==> config.mk <==
export PLATFORM = sky130hd
export DESIGN_NAME = rsqp_front_flat
export DESIGN_NICKNAME = d
export VERILOG_FILES = /design/src/design/rsqp_pkg.sv /design/src/design/rsqp_if.sv /design/src/design/rsqp_front.sv /design/src/flat_wrapper.sv
export SDC_FILE = /design/constraint.sdc
export NUM_CORES = 1
export LEC_CHECK = 0
export ABC_AREA = 1
export BUFFER_PORTS_ARGS = -buffer_cell sky130_fd_sc_hd__buf_2
export CAP_MARGIN = 20
export CORE_ASPECT_RATIO = 1.4
export CORE_MARGIN = 2
export CORE_UTILIZATION = 47
export CTS_CLUSTER_DIAMETER = 100
export DETAILED_ROUTE_END_ITERATION = 7
export GPL_ROUTABILITY_DRIVEN = 0
export GPL_TIMING_DRIVEN = 0
export PLACE_DENSITY = 0.77
export RECOVER_POWER = 100
export SETUP_SLACK_MARGIN = 0.15
export SLEW_MARGIN = 20
export SYNTH_ARGS = -nofsm -noshare
export SYNTH_HDL_FRONTEND = slang
export SYNTH_SLANG_ARGS = --single-unit
export TNS_END_PERCENT = 10
==> constraint.sdc <==
create_clock -name clk_i -period 2.8 [get_ports clk_i]
set_input_delay 0.28 -clock clk_i [delete_from_list [all_inputs] [get_ports clk_i]]
set_output_delay 0.28 -clock clk_i [all_outputs]
set_load 0.02 [all_outputs]
==> src/design/rsqp_pkg.sv <==
`default_nettype none

package rsqp_pkg;

  // Table and field sizes
  localparam int MAX_CENTROIDS    = 256;
  localparam int VALUE_BITS       = 16;
  localparam int SLOT_W           = 8;
  localparam int CODE_W           = 8;
  localparam int NIBBLE_W         = 4;
  localparam int NIBBLE_CENTROIDS = 16;
  localparam int ACC_W            = 48;

  // Saturation limits of the correction accumulator
  localparam logic [ACC_W-1:0] ACC_MAX = 48'h7FFF_FFFF_FFFF;
  localparam logic [ACC_W-1:0] ACC_MIN = 48'h8000_0000_0000;

  // Item operation codes
  typedef enum logic {
    OP_LOAD   = 1'b0,
    OP_ENCODE = 1'b1
  } op_e;

  // One classified item as held in the queue
  typedef struct packed {
    logic                          is_encode;
    logic [SLOT_W-1:0]             slot;
    logic signed [VALUE_BITS-1:0]  x;
    logic signed [VALUE_BITS-1:0]  y;
    logic                          last;
  } item_t;

  // Queue head as seen by the back end
  typedef struct packed {
    logic  valid;
    item_t item;
  } q_out_t;

endpackage

`default_nettype wire

==> src/design/rsqp_if.sv <==
`default_nettype none

// Input item channel
interface rsqp_in_if;
  logic                                   valid;
  logic                                   ready;
  logic                                   operation;
  logic [7:0]                             centroid_index;
  logic signed [rsqp_pkg::VALUE_BITS-1:0] target_value;
  logic signed [rsqp_pkg::VALUE_BITS-1:0] primary_recon;
  logic                                   last_dim;

  modport source (output valid, operation, centroid_index, target_value, primary_recon,
                  last_dim, input ready);
  modport sink (input valid, operation, centroid_index, target_value, primary_recon,
                last_dim, output ready);
endinterface


`default_nettype wire

==> src/design/rsqp_front.sv <==
`default_nettype none

// Accepts items, drops out-of-range loads and queues the rest (two entries)
module rsqp_front #(
  parameter int MAX_CENTROIDS = rsqp_pkg::MAX_CENTROIDS
) (
  input  wire logic             clk_i,
  input  wire logic             rst_ni,
  rsqp_in_if.sink               in_ch,
  output rsqp_pkg::q_out_t      q_o,
  input  wire logic             q_pop_i
);

  localparam logic [rsqp_pkg::SLOT_W:0] SLOT_LIMIT = (rsqp_pkg::SLOT_W+1)'(MAX_CENTROIDS);

  rsqp_pkg::item_t q_mem [2];
  logic [1:0]      count_q, count_d;
  logic            wr_ptr_q, rd_ptr_q;
  logic            is_encode, keep, push;
  rsqp_pkg::item_t new_item;

  // Classification
  assign is_encode = (in_ch.operation == rsqp_pkg::OP_ENCODE);
  assign keep      = is_encode || ({1'b0, in_ch.centroid_index} < SLOT_LIMIT);

  assign new_item.is_encode = is_encode;
  assign new_item.slot      = in_ch.centroid_index;
  assign new_item.x         = in_ch.target_value;
  assign new_item.y         = in_ch.primary_recon;
  assign new_item.last      = in_ch.last_dim;

  assign in_ch.ready = (count_q != 2'd2);
  assign push        = in_ch.valid && in_ch.ready && keep;

  // Queue occupancy
  always_comb begin
    count_d = count_q;
    if (push && !q_pop_i) begin
      count_d = count_q + 2'd1;
    end else if (!push && q_pop_i) begin
      count_d = count_q - 2'd1;
    end
  end

  always_ff @(posedge clk_i or negedge rst_ni) begin
    if (!rst_ni) begin
      count_q  <= 2'd0;
      wr_ptr_q <= 1'b0;
      rd_ptr_q <= 1'b0;
    end else begin
      count_q <= count_d;
      if (push) begin
        wr_ptr_q <= ~wr_ptr_q;
      end
      if (q_pop_i) begin
        rd_ptr_q <= ~rd_ptr_q;
      end
    end
  end

  // Queue storage
  always_ff @(posedge clk_i) begin
    if (push) begin
      q_mem[wr_ptr_q] <= new_item;
    end
  end

  assign q_o.valid = (count_q != 2'd0);
  assign q_o.item  = q_mem[rd_ptr_q];

endmodule

`default_nettype wire

==> src/flat_wrapper.sv <==
// flat-port wrapper written by rule: the top's interface ports become plain ports
module rsqp_front_flat 
#(
  parameter int MAX_CENTROIDS = rsqp_pkg::MAX_CENTROIDS
)
  (clk_i, rst_ni, q_o, q_pop_i, in_ch_valid, in_ch_operation, in_ch_centroid_index, in_ch_target_value, in_ch_primary_recon, in_ch_last_dim, in_ch_ready);
  rsqp_in_if in_ch_i ();
  input  wire logic clk_i;
  input  wire logic rst_ni;
  output rsqp_pkg::q_out_t q_o;
  input  wire logic q_pop_i;
  input wire logic [$bits(in_ch_i.valid)-1:0] in_ch_valid;
  input wire logic [$bits(in_ch_i.operation)-1:0] in_ch_operation;
  input wire logic [$bits(in_ch_i.centroid_index)-1:0] in_ch_centroid_index;
  input wire logic [$bits(in_ch_i.target_value)-1:0] in_ch_target_value;
  input wire logic [$bits(in_ch_i.primary_recon)-1:0] in_ch_primary_recon;
  input wire logic [$bits(in_ch_i.last_dim)-1:0] in_ch_last_dim;
  output wire logic [$bits(in_ch_i.ready)-1:0] in_ch_ready;
  assign in_ch_i.valid = in_ch_valid;
  assign in_ch_i.operation = in_ch_operation;
  assign in_ch_i.centroid_index = in_ch_centroid_index;
  assign in_ch_i.target_value = in_ch_target_value;
  assign in_ch_i.primary_recon = in_ch_primary_recon;
  assign in_ch_i.last_dim = in_ch_last_dim;
  assign in_ch_ready = in_ch_i.ready;
  rsqp_front #(.MAX_CENTROIDS(MAX_CENTROIDS)) u_core (.clk_i(clk_i), .rst_ni(rst_ni), .in_ch(in_ch_i), .q_o(q_o), .q_pop_i(q_pop_i));
endmodule
Yosys cells after proc, flatten, opt, wreduce, memory -nomap -nowiden --
Memory sizes are Yosys's and may differ from the RTL's. Cells that the tools add are included.
Cells by class: add/sub/neg operators 2, equality and inequality tests 1, mux-type cells 4, bitwise gates (word level) 2, reductions and logical operators 7
Operators by type and width (count):
- two-way mux 2 bit | 2
- nonzero test 2 bit | 2
- logical AND 1 bit | 3
- adder 2 x 1 -> 2 bit (second input constant) | 1
- logical NOT 1 bit | 2
- two-way mux 1 bit | 2
- inequality test 2 bit (second input constant) | 1
- inverter 1 bit | 2
- subtractor 2 x 1 -> 2 bit (second input constant) | 1
Word-level totals: flip-flop bits (word level) 4, RAM bits 84, output and inout bits 44, memories 1
Memory list:
- u_core.q_mem | depth 2, width 42, rd ports 1, clocked after Yosys merged registers in 0, wr ports 1, line rsqp_front.sv:16 | rsqp_pkg::item_t q_mem [2];

Depth between registers and ports, before layout --
word-level depth 6, mapped depth 10, depth with buffers taken out 10

Least setup slack after synthesis --
Ideal clock, no wire load.
kind register -> register, from register u_core.count_q[0], to memory u_core.q_mem[0][0] in the netlist's numbering (enable), library setup time 442 ps, arrival 2533 ps, required time 2358 ps, setup slack -175 ps, cell stages (with the launch flop) 5, path through dfrtp_1 -> inv_1 -> nand2_1 -> nand2_1 -> nor2_1
On the way: cells in the longest elaborated chain, start to end 4
Ends and longest elaborated chain:
- start, declared | line rsqp_front.sv:17 | logic [1:0] count_q, count_d;
- start signal, assigned | line rsqp_front.sv:51 | count_q <= count_d;
- inequality test 2 bit | line rsqp_front.sv:32 | assign in_ch.ready = (count_q != 2'd2);
- named net in_ch_ready | line flat_wrapper.sv:18 | output wire logic [$bits(in_ch_i.ready)-1:0] in_ch_ready;
- logical AND 1 bit | line rsqp_front.sv:33 | assign push = in_ch.valid && in_ch.ready && keep;
- two-way mux 1 bit | line rsqp_front.sv:63 | if (push) begin
- two-way mux 1 bit (not written as such) | line rsqp_front.sv:64 | q_mem[wr_ptr_q] <= new_item;
- end, declared | line rsqp_front.sv:16
The timed path passes the listed nets, and every way through them passes these cells.

==> run metrics <==
fin crit period 2.21 ns; Fmax achieved between 400 and 500 MHz; Clk pin slew, worst setup/hold paths 0.08 ns; launching point of the worst reg2reg path u_core.count_q[0]; Tcrit/Tclk final about 79%; initial antenna violation count 1; CTS tree built; starting density of the core about half; first-pass GRT wire length between 8000 and 9000 um; Leak Pwr 0.00162 uW; CP dominant cell by count clkbuf_1; NumNets Final between 300 and 400; post-synth net total just over 200; Post-Syn Area approximately 0.0034 mm^2; row cnt 36; post-synthesis sequential area ratio between 70% and 80%; Clock power frac 20.7%; status finished, final reports clean; final setup fails 0; CP Capture Type primary output; Final Max Tran Viols 0; Syn Area/Cell 21.9 um^2; share of layout cells above drive strength 1 a little over a third; core area between 0.007 and 0.008 mm^2; EDFF count, synth 84; VDD IR max ~0.00077 V; sw frac 32.6%; Pwr Density ~1100 mW/mm^2; Main synth FF type edfxtp_1; sequential power share about 40%; DPL Wire Length ~3800 um; routed wl met2 a little under 3000 um; antenna-violating nets left 0; Critical Path Max Stage Delay 0.53 ns; Post-CTS Setup Bufs 0; Post-Place Cells about 350; reg2reg end u_core.q_mem[1][1]; number of global-route vias before repair ~1800; I/O Buffers 89; die area roughly 0.008 mm^2; Yosys reg bits 88; top routing layer used met4; vias per inst roughly 4.7; Gates resized, CTS repair 0; vias post-DR roughly 1700; crit path cell chain clkbuf_1 > buf_12 > mux2_4 > clkbuf_1; clk sinks slightly below 90; R2R setup slack between 0.9 and 1 ns; Slowest-stage cell, CP clkbuf_1; diodes inserted 0; Setup crit start kind flop; Clock Skew about 0.0038 ns; DRC Markers 0; relative slew slack 53.9%; H-tree Lvls 3; area delta synth->final 24.4%; combinational share of power around two fifths; Pwr Total 4660 uW; fill cell count between 500 and 600; FF+latch area between 0.002 and 0.003 mm^2; CTS Buf Count 9; Mapped Cells about 160; final wirelength ~5400 um; NetSw 1520 uW; Reg2Reg Depth 6; clk root buf clkbuf_8; Final Hold Viols 0; Boundary Pins 90; hold worst-path end u_core.q_mem[0][35]; yosys warns 0; Int Pwr between 3000 and 4000 uW; Netlist cell types 14; RSZ-0062 raised after global routing no; Skew-Pair Late Insertion Delay 0.36 ns; die width ~76 um; Iter 0 DRT Violations 71; Worst Hold Path Cells 1; DR WL/cell 14.9 um; slew at the pin closest to its max-slew limit slightly below 0.7 ns; Max FO, Critical Path 10; Setup CP Type flop to primary output; ys async rst share under 10%; GR Util All Layers between 10% and 20%; Multi-input gate area between 700 and 800 um^2; worst min path class input port to flop; Final Non-Filler Cells 362; WL met1 ~2000 um; hold path startpoint in_ch_centroid_index[2]; maximum root-to-sink buffer count 2; Max-cap violations 0; CP required ~2.5 ns; drt pass-1 iters 4; grt total ovfl 0; die height about 110 um; metal3 WL approximately 340 um; crit path DAT around 1.9 ns; pin count of the biggest net entering global routing 19
state kept, by name, summed over array words and instances (netlist names):
name and cells:
u_core.q_mem 84, u_core.count_q 2, u_core.rd_ptr_q 1, u_core.wr_ptr_q 1
per-stage QoR:
stage          area (um^2)  hold WS [ns]  util (%)  setup TNS [ns]  worst slack (ns)
2_1_floorplan         3440       -0.0156         -          -14.69            -0.175
3_3_place_gp          4010        0.0902      57.0          -85.68             -1.02
3_5_place_dp          4130        0.0919      58.8               0              1.00
4_1_cts               4370        0.0756      62.2               0             0.964
5_1_grt               4280        0.0885      61.0               0             0.506
6_report              4280         0.107      61.0               0             0.594
Yosys cell counts, types with 2 or more instances:
library cell  number  share of area (%)
buf_12             4                2.3
dfrtp_1            4                2.9
edfxtp_1          84                 73
inv_1              7               0.76
mux2_2             3               0.98
mux2_4            39                 17
nand2_1            7               0.76
nor2_1             2               0.22
xor2_1             2               0.51
cells by family after synthesis:
family        Yosys count  synth area share, %
flops                  88                 76.2
mux                    42                 18.0
buf+inv                12                 3.42
simple gates           11                 1.31
xor+xnor                3                0.763
fa+ha+maj               1                0.363
layout by cell type, fill, tap and decap left out:
cell type / count
edfxtp_1: 84
clkbuf_1: 63
mux2_4: 39
buf_2: 26
clkbuf_8: 9
inv_1: 7
nand2_1: 7
buf_12: 4
buf_16: 4
dfrtp_1: 4
mux2_2: 3
clkinv_4: 3
nor2_4: 2
xor2_1: 2
inv_6: 2
bufinv_16: 2
xnor2_1: 1
nand3_1: 1
nand4_1: 1
ha_1: 1
dlygate4sd3_1: 1
buf_1: 1
power groups by stage:
stage / combinational [uW] / clock [uW] / sequential [uW]
final: 1820 / 962 / 1880
after floorplan: 1350 / 0 / 1900
after detailed placement: 1930 / 0 / 1910
after CTS: 1940 / 997 / 1880
after global placement: 1770 / 0 / 1920
after global routing: 1930 / 1030 / 1910
metal layers:
metal / vias up / GRT usage, %
met5: - / 0
met4: 0 / 10.1
met3: 11 / 4.02
met2: 56 / 25.2
met1: 814 / 14.8
li1: 810 / -
critical path: cells and delay by family, from the launching register on:
| family | cells | cell delay [ns] |
|---|---|---|
| DFF | 1 | 0.32 |
| muxes | 1 | 0.31 |
| buffers and inverters | 3 | 0.94 |
final cells by class:
type | count | area share (%)
sequential | 88 | 61.2
clock buffer | 9 | 2.89
inverter | 7 | 0.613
multi-input combinational | 57 | 16.8
timing repair buffer | 94 | 11.4
tap | 95 | 2.77
buffer | 5 | 1.96
clock inverter | 7 | 2.42
worst max-delay path by stage:
stage	from	to	slack [ns]	depth (start not counted)
after floorplan	u_core.count_q[0]	u_core.q_mem[0][0]	-0.17	4
after global placement	u_core.count_q[0]	u_core.q_mem[1][3]	-1.02	4
after detailed placement	u_core.count_q[0]	u_core.q_mem[0][19]	1.00	6
after CTS	u_core.count_q[0]	u_core.q_mem[1][1]	0.96	6
after global routing	u_core.rd_ptr_q	q_o[17]	0.51	4
final	u_core.rd_ptr_q	q_o[13]	0.59	4
repair_timing:
action | in CTS | in global routing
hold endpoints to repair | 4 | 0
setup endpoints to repair | 0 | 0
hold buffers | 1 | 0
No activity file was read; power rests on OpenSTA's default activity.
